==> config.mk <==
export PLATFORM = sky130hd
export DESIGN_NAME = threshold_bounding_box
export DESIGN_NICKNAME = d
export VERILOG_FILES = /design/src/hdl/tbb_pkg.sv /design/src/hdl/threshold_bounding_box.sv
export SDC_FILE = /design/constraint.sdc
export NUM_CORES = 1
export LEC_CHECK = 0
export BUFFER_PORTS_ARGS = -buffer_cell sky130_fd_sc_hd__buf_2
export CORE_ASPECT_RATIO = 0.9
export CORE_UTILIZATION = 25
export CTS_CLUSTER_DIAMETER = 80
export DETAILED_ROUTE_END_ITERATION = 10
export GPL_ROUTABILITY_DRIVEN = 0
export PLACE_DENSITY = 0.48
export REMOVE_ABC_BUFFERS = 1
export SETUP_SLACK_MARGIN = 0.02
export SYNTH_ARGS = -nofsm -noshare
export SYNTH_HDL_FRONTEND = slang
export SYNTH_SLANG_ARGS = --single-unit
==> constraint.sdc <==
create_clock -name clock -period 6 [get_ports clock]
set_input_delay 0.6 -clock clock [delete_from_list [all_inputs] [get_ports clock]]
set_output_delay 0.6 -clock clock [all_outputs]
set_load 0.005 [all_outputs]
==> src/hdl/tbb_pkg.sv <==
package tbb_pkg;

   // register indexes on the csr write channel
   localparam logic [1:0] REG_FRAME_WIDTH   = 2'd0;
   localparam logic [1:0] REG_FRAME_HEIGHT  = 2'd1;
   localparam logic [1:0] REG_INK_THRESHOLD = 2'd2;

   localparam int DIM_BITS    = 13;
   localparam int PIXEL_BITS  = 8;
   localparam int COORD_BITS  = 12;

   localparam logic [DIM_BITS-1:0]   FRAME_WIDTH_RESET   = 13'd4096;
   localparam logic [DIM_BITS-1:0]   FRAME_HEIGHT_RESET  = 13'd4096;
   localparam logic [PIXEL_BITS-1:0] INK_THRESHOLD_RESET = 8'd128;
   localparam logic [PIXEL_BITS-1:0] PAPER_PIXEL         = 8'd255;

endpackage

==> src/hdl/threshold_bounding_box.sv <==
// Threshold bounding box: thresholds a raster-order grayscale stream and reports
// the bounding box of all ink pixels (value at or below the threshold).
// Input channel req_: one 8-bit pixel per transfer, row by row; the block
// counts column and row itself from the frame_width / frame_height registers.
// Result channel rsp_: one result per pixel, the thresholded pixel and, on the
// last pixel of a frame (rsp_frame_end), the box of that frame or all zeros
// when no ink was seen.
// Configuration channel csr_: index 0 frame width, 1 frame height, 2 ink
// threshold; csr_ready is always high. Write only while the stream is idle.
// An input transfer's result is in the output register in the next cycle;
// one pixel is taken every cycle when not stalled (single register stage).
// When rsp_stall is high while a result waits, req_stall rises and the result
// holds; both sides resume in the cycle the stall drops.
// Reset restores the register defaults (4096 x 4096, threshold 128), starts a
// new frame and empties the output register.
module threshold_bounding_box
   import tbb_pkg::*;
#(
   parameter int MAX_DIM = 4096
) (
   input  logic                  clock,
   input  logic                  reset,
   input  logic                  req_valid,
   output logic                  req_stall,
   input  logic [PIXEL_BITS-1:0] req_pixel_in,
   output logic                  rsp_valid,
   input  logic                  rsp_stall,
   output logic [PIXEL_BITS-1:0] rsp_pixel_out,
   output logic                  rsp_frame_end,
   output logic                  rsp_box_found,
   output logic [COORD_BITS-1:0] rsp_box_left,
   output logic [COORD_BITS-1:0] rsp_box_top,
   output logic [DIM_BITS-1:0]   rsp_box_width,
   output logic [DIM_BITS-1:0]   rsp_box_height,
   input  logic                  csr_valid,
   output logic                  csr_ready,
   input  logic [1:0]            csr_index,
   input  logic [DIM_BITS-1:0]   csr_data
);

   localparam int CW = $clog2(MAX_DIM);
   localparam int EW = (CW + 2 > DIM_BITS + 1) ? CW + 2 : DIM_BITS + 1;
   localparam logic [EW-1:0] MAX_DIM_EXT = EW'(MAX_DIM);

   logic [DIM_BITS-1:0]   frame_width_ff, frame_height_ff;
   logic [PIXEL_BITS-1:0] ink_threshold_ff;

   logic [CW-1:0] column_count_ff, column_count_in;
   logic [CW-1:0] row_count_ff, row_count_in;
   logic [CW-1:0] min_column_ff, min_column_in, max_column_ff, max_column_in;
   logic [CW-1:0] min_row_ff, min_row_in, max_row_ff, max_row_in;
   logic          ink_seen_ff, ink_seen_in;

   logic                  rsp_valid_ff;
   logic [PIXEL_BITS-1:0] pixel_out_ff, pixel_out_in;
   logic                  frame_end_ff, frame_end_in;
   logic                  box_found_ff, box_found_in;
   logic [COORD_BITS-1:0] box_left_ff, box_left_in, box_top_ff, box_top_in;
   logic [DIM_BITS-1:0]   box_width_ff, box_width_in, box_height_ff, box_height_in;

   logic [EW-1:0] width_eff, height_eff;
   logic          last_col, last_row, is_ink, req_accept;

   assign csr_ready  = 1'b1;
   assign req_stall  = rsp_valid_ff && rsp_stall;
   assign req_accept = req_valid && !req_stall;

   // zero acts as one, anything above the maximum acts as the maximum
   always_comb begin
      width_eff  = EW'(frame_width_ff);
      height_eff = EW'(frame_height_ff);
      if (frame_width_ff == '0) width_eff = EW'(1);
      else if (width_eff > MAX_DIM_EXT) width_eff = MAX_DIM_EXT;
      if (frame_height_ff == '0) height_eff = EW'(1);
      else if (height_eff > MAX_DIM_EXT) height_eff = MAX_DIM_EXT;
   end

   assign last_col = EW'(column_count_ff) >= width_eff - EW'(1);
   assign last_row = EW'(row_count_ff) >= height_eff - EW'(1);
   assign is_ink   = req_pixel_in <= ink_threshold_ff;

   always_comb begin
      min_column_in = min_column_ff;
      max_column_in = max_column_ff;
      min_row_in    = min_row_ff;
      max_row_in    = max_row_ff;
      ink_seen_in   = ink_seen_ff;
      pixel_out_in  = PAPER_PIXEL;
      if (is_ink) begin
         if (!ink_seen_ff || column_count_ff < min_column_ff) min_column_in = column_count_ff;
         if (!ink_seen_ff || column_count_ff > max_column_ff) max_column_in = column_count_ff;
         if (!ink_seen_ff || row_count_ff < min_row_ff) min_row_in = row_count_ff;
         if (!ink_seen_ff || row_count_ff > max_row_ff) max_row_in = row_count_ff;
         ink_seen_in  = 1'b1;
         pixel_out_in = req_pixel_in;
      end

      frame_end_in  = last_col && last_row;
      box_found_in  = 1'b0;
      box_left_in   = '0;
      box_top_in    = '0;
      box_width_in  = '0;
      box_height_in = '0;
      if (frame_end_in && ink_seen_in) begin
         box_found_in  = 1'b1;
         box_left_in   = COORD_BITS'(min_column_in);
         box_top_in    = COORD_BITS'(min_row_in);
         box_width_in  = DIM_BITS'(max_column_in) - DIM_BITS'(min_column_in) + DIM_BITS'(1);
         box_height_in = DIM_BITS'(max_row_in) - DIM_BITS'(min_row_in) + DIM_BITS'(1);
      end

      column_count_in = column_count_ff + CW'(1);
      row_count_in    = row_count_ff;
      if (frame_end_in) begin
         column_count_in = '0;
         row_count_in    = '0;
         ink_seen_in     = 1'b0;
         min_column_in   = '1;
         max_column_in   = '0;
         min_row_in      = '1;
         max_row_in      = '0;
      end else if (last_col) begin
         column_count_in = '0;
         row_count_in    = row_count_ff + CW'(1);
      end
   end

   always_ff @(posedge clock) begin
      if (reset) begin
         frame_width_ff   <= FRAME_WIDTH_RESET;
         frame_height_ff  <= FRAME_HEIGHT_RESET;
         ink_threshold_ff <= INK_THRESHOLD_RESET;
      end else if (csr_valid && csr_ready) begin
         case (csr_index)
            REG_FRAME_WIDTH:   frame_width_ff   <= csr_data;
            REG_FRAME_HEIGHT:  frame_height_ff  <= csr_data;
            REG_INK_THRESHOLD: ink_threshold_ff <= csr_data[PIXEL_BITS-1:0];
            default:           ;
         endcase
      end
   end

   always_ff @(posedge clock) begin
      if (reset) begin
         column_count_ff <= '0;
         row_count_ff    <= '0;
         min_column_ff   <= '1;
         max_column_ff   <= '0;
         min_row_ff      <= '1;
         max_row_ff      <= '0;
         ink_seen_ff     <= 1'b0;
      end else if (req_accept) begin
         column_count_ff <= column_count_in;
         row_count_ff    <= row_count_in;
         min_column_ff   <= min_column_in;
         max_column_ff   <= max_column_in;
         min_row_ff      <= min_row_in;
         max_row_ff      <= max_row_in;
         ink_seen_ff     <= ink_seen_in;
      end
   end

   always_ff @(posedge clock) begin
      if (reset) begin
         rsp_valid_ff <= 1'b0;
      end else if (req_accept) begin
         rsp_valid_ff <= 1'b1;
      end else if (!rsp_stall) begin
         rsp_valid_ff <= 1'b0;
      end
   end

   always_ff @(posedge clock) begin
      if (req_accept) begin
         pixel_out_ff  <= pixel_out_in;
         frame_end_ff  <= frame_end_in;
         box_found_ff  <= box_found_in;
         box_left_ff   <= box_left_in;
         box_top_ff    <= box_top_in;
         box_width_ff  <= box_width_in;
         box_height_ff <= box_height_in;
      end
   end

   assign rsp_valid      = rsp_valid_ff;
   assign rsp_pixel_out  = pixel_out_ff;
   assign rsp_frame_end  = frame_end_ff;
   assign rsp_box_found  = box_found_ff;
   assign rsp_box_left   = box_left_ff;
   assign rsp_box_top    = box_top_ff;
   assign rsp_box_width  = box_width_ff;
   assign rsp_box_height = box_height_ff;

   // last pixel of a frame leaves the tracking state cleared
   a_frame_restart: assert property (@(posedge clock) disable iff (reset)
      req_accept && last_col && last_row |=>
         column_count_ff == '0 && row_count_ff == '0 && !ink_seen_ff)
      else $error("tracking state not restarted after frame end");

   a_box_order: assert property (@(posedge clock) disable iff (reset)
      ink_seen_ff |-> min_column_ff <= max_column_ff && min_row_ff <= max_row_ff)
      else $error("bounding box minimum above maximum");

   a_box_zero: assert property (@(posedge clock) disable iff (reset)
      rsp_valid_ff && !rsp_box_found |->
         rsp_box_left == '0 && rsp_box_top == '0 &&
         rsp_box_width == '0 && rsp_box_height == '0)
      else $error("box fields set without a box");

   a_found_at_end: assert property (@(posedge clock) disable iff (reset)
      rsp_valid_ff && rsp_box_found |-> rsp_frame_end && rsp_box_width != '0)
      else $error("box reported away from frame end");

   a_result_follows: assert property (@(posedge clock) disable iff (reset)
      req_accept |=> rsp_valid_ff)
      else $error("accepted pixel produced no result");

endmodule

# Word-level counts from Yosys, hierarchy flattened
# Index checks and enable logic that the tools add are counted.
dict set report word_totals {
  ff_bits 168
  latchBits 0
  mem_bits_rw 0
  rom_bits 0
  input_bits 28
  out_inout_bits 63
  elab_cells 81
  mem_count 0
}
dict set report op_classes {
  n_addsub 8
  n_mul 0
  div_mod_pow 0
  order_cmp 9
  eq_ne 3
  n_shift 0
  n_mux 25
  bitwise 0
  reduce_logical 18
}
# op count
set ops {}
lappend ops {{two-way mux 12 bit} 16}
lappend ops {{two-way mux 13 bit} 3}
lappend ops {{greater-or-equal comparator 12 x 14 -> 1 bit} 2}
lappend ops {{subtractor 14 x 1 -> 14 bit, second input constant} 2}
lappend ops {{adder 13 x 1 -> 13 bit, second input constant} 2}
lappend ops {{greater-than comparator 13 bit, second input constant} 2}
lappend ops {{zero test 13 bit} 2}
lappend ops {{subtractor 12 x 12 -> 13 bit} 2}
lappend ops {{adder 12 x 1 -> 12 bit, second input constant} 2}
lappend ops {{greater-than comparator 12 bit} 2}
lappend ops {{< comparator 12 bit} 2}
lappend ops {{two-way mux 14 bit} 1}
lappend ops {{<= comparator 8 bit} 1}
lappend ops {{AND reduction 2 bit} 4}
lappend ops {{two-way mux 1 bit} 5}
lappend ops {{logical AND 1 bit} 4}
lappend ops {{logical OR 1 bit} 4}
lappend ops {{== test 2 x 1 -> 1 bit, second input constant} 1}
lappend ops {{== test 2 bit, second input constant} 1}
lappend ops {{zero test 1 bit} 2}
lappend ops {{zero test 2 bit} 1}
lappend ops {{inequality test 2 x 1 -> 1 bit, second input constant} 1}
lappend ops {{nonzero test 2 bit} 1}

# Longest topological paths before layout
# Gate-level depths: netlist (run 1).
dict set report logic_depth {
  ltp_word 8
  mapped_depth 20
  depth_no_buf 19
}

# Worst setup path before layout (run 1)
# No wires, ideal clock.
dict set report synth_timing {
  path_kind {input to register}
  startpoint {in req_pixel_in[2]}
  endpoint {reg box_width_ff[11] (netlist: rsp_box_width[11]) (data pin)}
  setup_ns 0.257
  arrival_ns 4.318
  required_time_ns 5.743
  path_slack_ns 1.425
  cell_stages 17
  n_path_buf 1
  path_cell_list {ha_1 -> and3_1 -> a221oi_1 -> o2bb2ai_1 -> nor3_1 -> buf_2 -> mux2i_1 -> inv_1 -> ha_1 -> fa_1 -> a21oi_1 -> o21ai_0 -> a21oi_1 -> a21oi_1 -> o41ai_1 -> xor2_1 -> nor2_1}
}
dict set report synth_via {
  elab_chain_len 4
  elab_cells_between_ends 7
  cone_classes {2 x add/sub; 1 x order compare; 3 x mux; 1 x reduce/logical}
}
# item line_no
set synth_rtl {}
lappend synth_rtl {{from (decl)} threshold_bounding_box.sv:25} ;# input logic [PIXEL_BITS-1:0] req_pixel_in,
lappend synth_rtl {{<= comparator 8 bit (*)} threshold_bounding_box.sv:80} ;# assign is_ink = req_pixel_in <= ink_threshold_ff;
lappend synth_rtl {{two-way mux 12 bit} threshold_bounding_box.sv:89} ;# if (is_ink) begin
lappend synth_rtl {{subtractor 12 x 12 -> 13 bit} threshold_bounding_box.sv:108} ;# box_width_in = DIM_BITS'(max_column_in) - DIM_BITS'(min_column_in) + DIM_BITS'(1);
lappend synth_rtl {{adder 13 x 1 -> 13 bit} threshold_bounding_box.sv:108}
lappend synth_rtl {{to (signal assigned)} threshold_bounding_box.sv:180} ;# box_width_ff <= box_width_in;
lappend synth_rtl {{to (decl)} threshold_bounding_box.sv:59} ;# logic [DIM_BITS-1:0] box_width_ff, box_width_in, box_height_ff, box_height_in;
# Mark *: on every way between the ends. The rest lies on a longest branch, timed or not.
# A chain may end at the register's enable or synchronous reset.

# Final worst setup path (run 1)
dict set report layout_timing {
  startpoint {reg ink_threshold_ff[1]}
  endpoint {reg box_width_ff[11] (netlist: rsp_box_width[11]) (data pin)}
}
dict set report layout_via {
  elab_chain_len 4
  elab_cells_between_ends 7
  cone_classes {2 x add/sub; 1 x order compare; 3 x mux; 1 x reduce/logical}
}
# item line_no
set layout_rtl {}
lappend layout_rtl {{from (decl)} threshold_bounding_box.sv:46} ;# logic [PIXEL_BITS-1:0] ink_threshold_ff;
lappend layout_rtl {{from (signal assigned)} threshold_bounding_box.sv:137} ;# REG_INK_THRESHOLD: ink_threshold_ff <= csr_data[PIXEL_BITS-1:0];
lappend layout_rtl {{<= comparator 8 bit (*)} threshold_bounding_box.sv:80}
lappend layout_rtl {{two-way mux 12 bit} threshold_bounding_box.sv:89}
lappend layout_rtl {{subtractor 12 x 12 -> 13 bit} threshold_bounding_box.sv:108}
lappend layout_rtl {{adder 13 x 1 -> 13 bit} threshold_bounding_box.sv:108}
# Marks and branches as above.

==> reports/results.ini, run 1 <==
[cts]
clk_pin_slew_worst_paths_ns=0.08
cts_setup_buffers=0
htree_num_levels=4
cts_buffer_depth=2
clk_latency_ns=0.45
cts_sinks=168
cts_resized=0
cts_tree=done
cts.hold.buffers_added=0
cts_buffers=17
ctsRootBufferMaster=clkbuf_16

[sta]
skew_ns=0.01534
fin_hold_ws_ns=0.3711
fin_tns_setup_ns=0
setup_violations=0
max_slew_margin_pct=30.49
drv_slew=0
fmax_ghz=0.2056
hold_viol_final=0
period_share_pct=81.05
period_needed_ns=4.863
rsz0062_at_grt=false
worst_slew_pin_slew_ns=1.041

[detailed_routing]
drtIter0Drc=387
wirelength_um=25550
wl_per_cell_um=14.26
drt_first_pass_iters=7
postRouteAntennaNets=0
post-route-drc-count=0
viasPerCell=4.558
vias=8168

[synth]
synth_cell_types=62
ys.flop_type=dfxtp_1
netlist_area_um2=10430
synth_mux_area_share_pct=6.551
synth_compound_area_share_pct=14.07
syn-instance-count=1155
synth-xor-area-share_pct=2.856
synthAdderAreaFrac_pct=15.74
syn_avg_cell_area_um2=9.028
ys_warn_count=0
synth-simple-area-share_pct=16.80
ys_async_sr_fraction_pct=0
synth_edf_count=60
yosysSeqAreaShare_pct=38.01
synth_top_family_by_area=simple AND/OR/NAND/NOR gates
ys_ff_latch=168

[floorplan]
core-area_um2=40900
io_pins=91
die_width_um=217.3
num_rows=70
initial_core_util_pct=25.49
die_h_um=195.8
dieArea_um2=42530

[worst_setup_path]
cp.required_ns=6.19
timing_worst_setup_path_type=reg -> reg
cp.arrival_ns=5.06
slowest_delay_ns=0.48
cp-start-kind=register
timing.rr.start=ink_threshold_ff[1]
reg2reg_slack_ns=1.14
crit_path_cell_trace=inv_1 -> ha_1 -> and3_1 -> a221oi_1 -> o2bb2ai_1 -> buf_4 -> nor3_2 -> buf_4 -> mux2i_1 -> inv_1 -> ha_1 -> ha_1 -> fa_1 -> a21oi_1 -> o21ai_0 -> a21oi_1 -> a21oi_1 -> o41ai_1 -> xor2_1 -> nor2_1
cp_max_fo=13
crit_path_end_kind=register
r2r_cells=20
slowest_stage=a221oi_1
r2r_end=rsp_box_width[11]

[hold_path]
min_from=req_valid
hold_path_class=in -> reg
holdPathStages=3
worstHoldEndpoint=rsp_valid

[pwr]
p_leak_nw=5.568
ir_drop_v=0.0001504
powerDensity_nw_per_um2=240.8

[global_route]
grt.overflow.total=0
grt_max_degree=46
antenna_found_initial=0
grt_pass1_vias=7736
grt_first_pass_wirelength_um=41920
track_usage_pct=12.49

[place]
hpwl_um=19750
placed_cell_area_um2=11550
port_buffers=89

[layout]
final_area_um2=12180
layout.nets=1397
layout_commonest_cell=nand2_1
post-route-util_pct=29.79
n_fill_cell=4309
diodes=0
post_route_cells_drive_above_1_share_pct=14.94
syn2layout_area_growth_pct=16.85
mostFrequentLayoutCells=nand2_1 (138), ha_1 (128), inv_1 (108), dfxtp_1 (108), nor2_1 (99)

[job]
maxCapViolCount=0

[status]
status=complete, no violations

## critical path: cells and delay by family (launching register included)
family	cells	cell delay, ns
AOI/OAI and AO/OA	7	1.65
xor gates and xnor gates	1	0.18
adders and majority gates	4	1.07
buffers and inverters	4	0.61
DFF	1	0.34
muxes	1	0.31
and+or+nand+nor	3	0.44
## through the flow
step           worst slack (ns)  instances  power, mW
6_report                  1.137       1792      2.935
4_1_cts                   1.085       1792      2.983
5_1_grt                  0.7125       1792      3.084
3_3_place_gp             0.6995       1760      1.770
3_5_place_dp             0.7294       1760      1.772
2_1_floorplan            0.4816       1110      1.605
## cells in the mapped netlist (19+ instances only)
cell type | n | area, um2
xor2_1 | 22 | 192.7
o21ai_0 | 28 | 140.1
o21ai_2 | 20 | 175.2
nor2_1 | 100 | 375.4
edfxtp_1 | 60 | 1802
clkbuf_1 | 27 | 101.4
ha_1 | 128 | 1602
dfxtp_1 | 108 | 2162
inv_1 | 108 | 405.4
mux2i_1 | 66 | 660.6
nand2_1 | 138 | 518.0
nor3_1 | 19 | 95.09
a21oi_1 | 78 | 390.4
nand3_1 | 23 | 115.1
## metal layers
layer  vias to the layer above  share of wire, %  wire length [um]  GRT usage, %
met5                         -                 0                 0             0
li1                       4255                 -                 -             -
met3                        13               4.0              1010         2.450
met1                      3767                54             13730         18.61
met2                       133                41             10560         18.07
met4                         0              0.99               252         3.234
## worst max-delay path by stage
stage | startpoint | end | slack, ns | depth (start not counted)
after detailed placement | req_pixel_in[2] | rsp_box_width[11] | 0.73 | 19
after CTS | column_count_ff[1] | rsp_box_width[11] | 1.08 | 19
after global placement | req_pixel_in[2] | rsp_box_height[11] | 0.70 | 19
after floorplan | req_pixel_in[2] | rsp_box_width[11] | 0.48 | 17
after global routing | frame_width_ff[6] | rsp_box_height[12] | 0.71 | 19
final | ink_threshold_ff[1] | rsp_box_width[11] | 1.14 | 20
## where the power goes
group / internal, mW / total, mW / switching, mW
sequential: 1.22 / 1.26 / 0.0333
combinational: 0.204 / 0.483 / 0.280
clock: 0.640 / 1.19 / 0.554
total: 2.07 / 2.93 / 0.867
## registers in the layout, summed over array words and instances (netlist names), 8 cells and up
name / cells
rsp_pixel_out: 8
rsp_box_top: 12
max_row_ff: 12
ink_threshold_ff: 8
max_column_ff: 12
frame_width_ff: 13
rsp_box_width: 13
min_column_ff: 12
rsp_box_left: 12
rsp_box_height: 13
column_count_ff: 12
frame_height_ff: 13
row_count_ff: 12
min_row_ff: 12
## layout make-up
type	count	area [um2]	area share, %
Clock inverter	15	203.9	1.674
Clock buffer	17	425.4	3.491
Tap cell	540	675.6	5.545
Inverter	110	412.9	3.389
Multi-Input combinational cell	832	5874	48.21
Timing Repair Buffer	110	628.1	5.155
Sequential cell	168	3964	32.53
## kinds of logic after synthesis
kind of cell	count (synthesis)
compound gates	224
buf+inv	155
xor+xnor	34
fa+ha+maj	130
simple gates	375
mux	68
flops	168
other cells	1
Power figures use the tool's default switching activity.
==> run 2: changes to the inputs <==
--- a/config.mk
+++ b/config.mk
@@ -11,7 +11,7 @@
 export CTS_CLUSTER_DIAMETER = 80
 export DETAILED_ROUTE_END_ITERATION = 10
 export GPL_ROUTABILITY_DRIVEN = 0
-export PLACE_DENSITY = 0.48
+export PLACE_DENSITY = 0.49
 export REMOVE_ABC_BUFFERS = 1
 export SETUP_SLACK_MARGIN = 0.02
 export SYNTH_ARGS = -nofsm -noshare
==> constraint.sdc (replaced) <==
create_clock -name clock -period 4.4 [get_ports clock]
set_input_delay 0.44 -clock clock [delete_from_list [all_inputs] [get_ports clock]]
set_output_delay 0.44 -clock clock [all_outputs]
set_load 0.005 [all_outputs]
==> reports/results.ini, run 2 (synthesized netlist as in run 1, its figures left out) <==
[worst_setup_path]
cp.arrival_ns=4.38
crit_path_end_kind=register
cp_max_fo=8
reg2reg_slack_ns=0.19
cp-start-kind=register
timing_worst_setup_path_type=reg -> reg
cp.required_ns=4.58

[layout]
layout.nets=1581
final_area_um2=13950
diodes=0
syn2layout_area_growth_pct=33.75
post_route_cells_drive_above_1_share_pct=29.87
layout_commonest_cell=buf_4
mostFrequentLayoutCells=buf_4 (196), nand2_1 (138), ha_1 (121)
n_fill_cell=4186

[floorplan]
die_width_um=217.3
die_h_um=195.8
core-area_um2=40900
initial_core_util_pct=25.49
io_pins=91
dieArea_um2=42530
num_rows=70

[place]
hpwl_um=22260
placed_cell_area_um2=12840
port_buffers=89

[cts]
ctsRootBufferMaster=clkbuf_16
htree_num_levels=4
clk_pin_slew_worst_paths_ns=0.08
cts_buffers=17
cts_tree=done
clk_latency_ns=0.45
cts.hold.buffers_added=0
cts_buffer_depth=2
cts_sinks=168

[detailed_routing]
top_layer=met4
viasPerCell=4.475
wl_per_cell_um=14.52
drtIter0Drc=587
postRouteAntennaNets=0
wl_met3_um=1055
post-route-drc-count=0
drt_first_pass_iters=4
wl_met1_um=15280
vias=8842
wirelength_um=28690
met2_length_um=12000

[status]
status=complete, no violations

[sta]
max_slew_margin_pct=21.86
drv_slew=0
setup_violations=0
period_needed_ns=4.207
rsz0062_at_grt=true
fin_tns_setup_ns=0
fmax_ghz=0.2377
hold_viol_final=0
skew_ns=0.01503
period_share_pct=95.62
worst_slew_pin_slew_ns=1.171

[pwr]
ir_drop_v=0.0002189
power_mw=4.112
powerDensity_nw_per_um2=294.8
p_leak_nw=6.474

[global_route]
grt_max_degree=46
antenna_found_initial=0
grt.overflow.total=0
grt_pass1_vias=8440
track_usage_pct=13.51
grt_first_pass_wirelength_um=45300

[job]
maxCapViolCount=0

[hold_path]
hold_path_class=in -> reg

-- run 2: changes by cell type in the layout (fill, tap and decap cells not counted), moves of 6 or more --
cell     change
dfxtp_1      -7
o21ai_0      -6
ha_1         -7
mux2i_1     -16
a21oi_2      +8
mux2i_2     +13
a21oi_1      -9
buf_4      +177
dfxtp_2      +7
-- run 2: timing repair --
item / in CTS / in global routing
gates cloned: 0 / 1
endpoints found under the setup margin: 51 / 74
pin swaps: 4 / 16
buffers inserted: 5 / 7
gates resized for setup: 28 / 64
-- run 2: final cells by class --
| cell class | count | area [um2] | area share [%] |
|---|---|---|---|
| flip-flops and latches | 168 | 3973 | 28.48 |
| repair buffers | 294 | 2047 | 14.68 |
| clock inverters | 15 | 140.1 | 1.005 |
| inverters | 110 | 412.9 | 2.960 |
| well taps | 540 | 675.6 | 4.844 |
| clock buffers | 17 | 425.4 | 3.050 |
| multi-input cells | 832 | 6274 | 44.98 |
-- run 2: report_power, final --
part           internal, mW  switching, mW
combinational         0.463          0.468
clock                 0.746          0.727
sequential             1.67         0.0376
total                  2.88           1.23
-- run 2: stage by stage --
stage	hold slack, ns	worst slack (ns)	util (%)	cells
after floorplan	0.4377	-0.9584	-	1110
after global placement	0.4596	-0.6074	31.39	1931
after detailed placement	0.4634	-0.6464	31.39	1931
after CTS	0.1938	0.01154	33.20	1968
after global routing	0.2096	-0.04351	34.10	1976
final	0.2195	0.1929	34.10	1976
-- run 2: worst paths after layout --
| kind | to | depth (start not counted) | startpoint |
|---|---|---|---|
| max | rsp_box_width[12] | 17 | ink_threshold_ff[1] |
| min reg2reg | max_row_ff[11] | 2 | max_row_ff[11] |
| max reg2reg | rsp_box_width[12] | 17 | ink_threshold_ff[1] |
| min | rsp_valid | 3 | req_valid |
-- run 2: routing by layer --
layer / vias up / track usage [%]
li1: 4597 / -
met4: 0 / 3.599
met2: 146 / 19.81
met3: 21 / 2.543
met5: - / 0
met1: 4078 / 19.97
-- run 2: worst max-delay path, cell delays in order, from the launching register on --
cell	delay (ns)
dfxtp_2	0.33
inv_1	0.05
ha_1	0.28
and3_4	0.20
a221oi_4	0.37
o2bb2ai_4	0.12
buf_6	0.15
nor3_4	0.25
buf_6	0.22
mux2i_2	0.25
inv_1	0.07
ha_1	0.31
ha_1	0.30
and3_4	0.19
a221o_1	0.33
a31oi_4	0.20
nor4b_4	0.22
nor4_1	0.09
==> run 3: changes to the inputs <==
==> constraint.sdc (replaced) <==
create_clock -name clock -period 4.4 [get_ports clock]
set_input_delay 0.22 -clock clock [delete_from_list [all_inputs] [get_ports clock]]
set_output_delay 0.22 -clock clock [all_outputs]
set_load 0.005 [all_outputs]
==> reports/results.ini, run 3 (synthesized netlist as in run 1, its figures left out) <==
[detailed_routing]
drt_first_pass_iters=5
wl_per_cell_um=14.70
drtIter0Drc=460
wirelength_um=29120
post-route-drc-count=0
postRouteAntennaNets=0
vias=8945
viasPerCell=4.515

[worst_setup_path]
slowest_stage=a221o_1
crit_path_end_kind=register
worst_path_most_repeated_cell=buf_4
crit_path_cell_trace=buf_4 -> ha_1 -> nand4_1 -> or2_4 -> a21oi_4 -> a2111oi_4 -> buf_4 -> nor3_4 -> buf_4 -> buf_8 -> mux2i_2 -> inv_1 -> ha_1 -> ha_4 -> a21o_1 -> a221o_1 -> a31oi_4 -> nor3_1 -> nor4_1
cp-start-kind=register
cp_max_fo=8
cp.arrival_ns=4.48
cp.required_ns=4.65
timing_worst_setup_path_type=reg -> reg
slowest_delay_ns=0.38

[sta]
period_needed_ns=4.225
hold_viol_final=0
worst_slew_pin_slew_ns=1.174
setup_violations=0
max_slew_margin_pct=21.67
fmax_ghz=0.2367
skew_ns=0.01097
period_share_pct=96.02
drv_slew=0
rsz0062_at_grt=true

[global_route]
grt_pass1_vias=8785
grt_first_pass_wirelength_um=46200
grt_max_degree=59
track_usage_pct=13.75
grt.overflow.total=0
antenna_found_initial=0

[layout]
mostFrequentLayoutCells=buf_4 (197), nand2_1 (138), ha_1 (121)
final-seq-area_um2=3976
fin_cells=1981
post_route_cells_drive_above_1_share_pct=30.67
layout.nets=1586
layout_commonest_cell=buf_4
n_fill_cell=4222
multiInputGateArea_um2=6379
final_area_um2=14120
syn2layout_area_growth_pct=35.41
diodes=0

[floorplan]
initial_core_util_pct=25.49
die_h_um=195.8
io_pins=91
die_width_um=217.3
core-area_um2=40900
num_rows=70
dieArea_um2=42530

[pwr]
powerDensity_nw_per_um2=294.8
power_mw=4.163
ir_drop_v=0.0002073
p_leak_nw=6.540

[place]
hpwl_um=21880
port_buffers=89
dp_cells=1930
placed_cell_area_um2=12840

[cts]
htree_num_levels=4
cts_sinks=168
cts_tree=done
cts_buffers=17
clk_pin_slew_worst_paths_ns=0.08
ctsRootBufferMaster=clkbuf_16
cts_buffer_depth=2
clk_latency_ns=0.45

[status]
status=complete, no violations

[job]
maxCapViolCount=0

[hold_path]
hold_path_class=in -> reg

run 3: cell count changes in the layout (fill, tap and decap cells not counted), moves of 2 or more:
cell and delta:
mux2i_2 -4, mux2i_4 +4, clkinvlp_4 -2, inv_6 +2
run 3: layer usage:
| metal | track usage [%] | up-vias | share of wire [%] |
|---|---|---|---|
| li1 | - | 4610 | - |
| met1 | 20.03 | 4176 | 52 |
| met2 | 20.89 | 145 | 43 |
| met3 | 2.403 | 14 | 4.1 |
| met4 | 3.182 | 0 | 0.76 |
| met5 | 0 | - | 0 |
run 3: metrics by stage:
step | setup WS [ns] | utilization, % | hold slack, ns | TNS [ns]
global route | -0.04150 | 34.52 | 0.03560 | -0.05871
finish | 0.1750 | 34.52 | 0.03000 | 0
floorplan | -0.8467 | - | 0.2891 | -18.77
CTS | 0.02512 | 33.32 | 0.01781 | 0
global placement | -0.3352 | 31.40 | 0.4490 | -2.186
detailed placement | -0.3248 | 31.40 | 0.4616 | -5.128
run 3: area by class of cell:
| type | instances | area share (%) |
|---|---|---|
| Tap cell | 540 | 4.785 |
| Multi-Input combinational cell | 834 | 45.18 |
| Timing Repair Buffer | 297 | 14.83 |
| Clock inverter | 15 | 1.108 |
| Clock buffer | 17 | 3.013 |
| Inverter | 110 | 2.924 |
| Sequential cell | 168 | 28.16 |
run 3: what timing repair did:
item,4_1_cts,5_1_grt
hold endpoints to repair,1,0
pin swaps,5,22
resized for setup,30,77
hold buffers,1,0
setup endpoints to repair,49,105
buffers inserted,7,9
gates cloned,0,2
run 3: path summary, 6_finish.rpt:
check	depth (start not counted)	slack, ns	to	startpoint
worst max-delay path	19	0.18	rsp_box_height[12]	row_count_ff[7]
worst min-delay path	3	0.03	frame_height_ff[11]	csr_data[11]
worst max register to register	19	0.18	rsp_box_height[12]	row_count_ff[7]
worst min register to register	2	0.48	max_column_ff[6]	max_column_ff[6]
run 3: worst max-delay path, delay by kind of cell (launching register included):
kind	cells	cell delay, ns
AO/OA/AOI/OAI	5	0.99
multiplexers	1	0.23
AND/OR/NAND/NOR	5	0.93
flip-flops	1	0.33
buffers and inverters	5	0.67
adder cells (fa/ha/maj)	3	0.87
run 3: report_power, final:
group	switching, mW	internal (mW)
registers	0.0363	1.67
clock network	0.770	0.760
logic	0.475	0.452
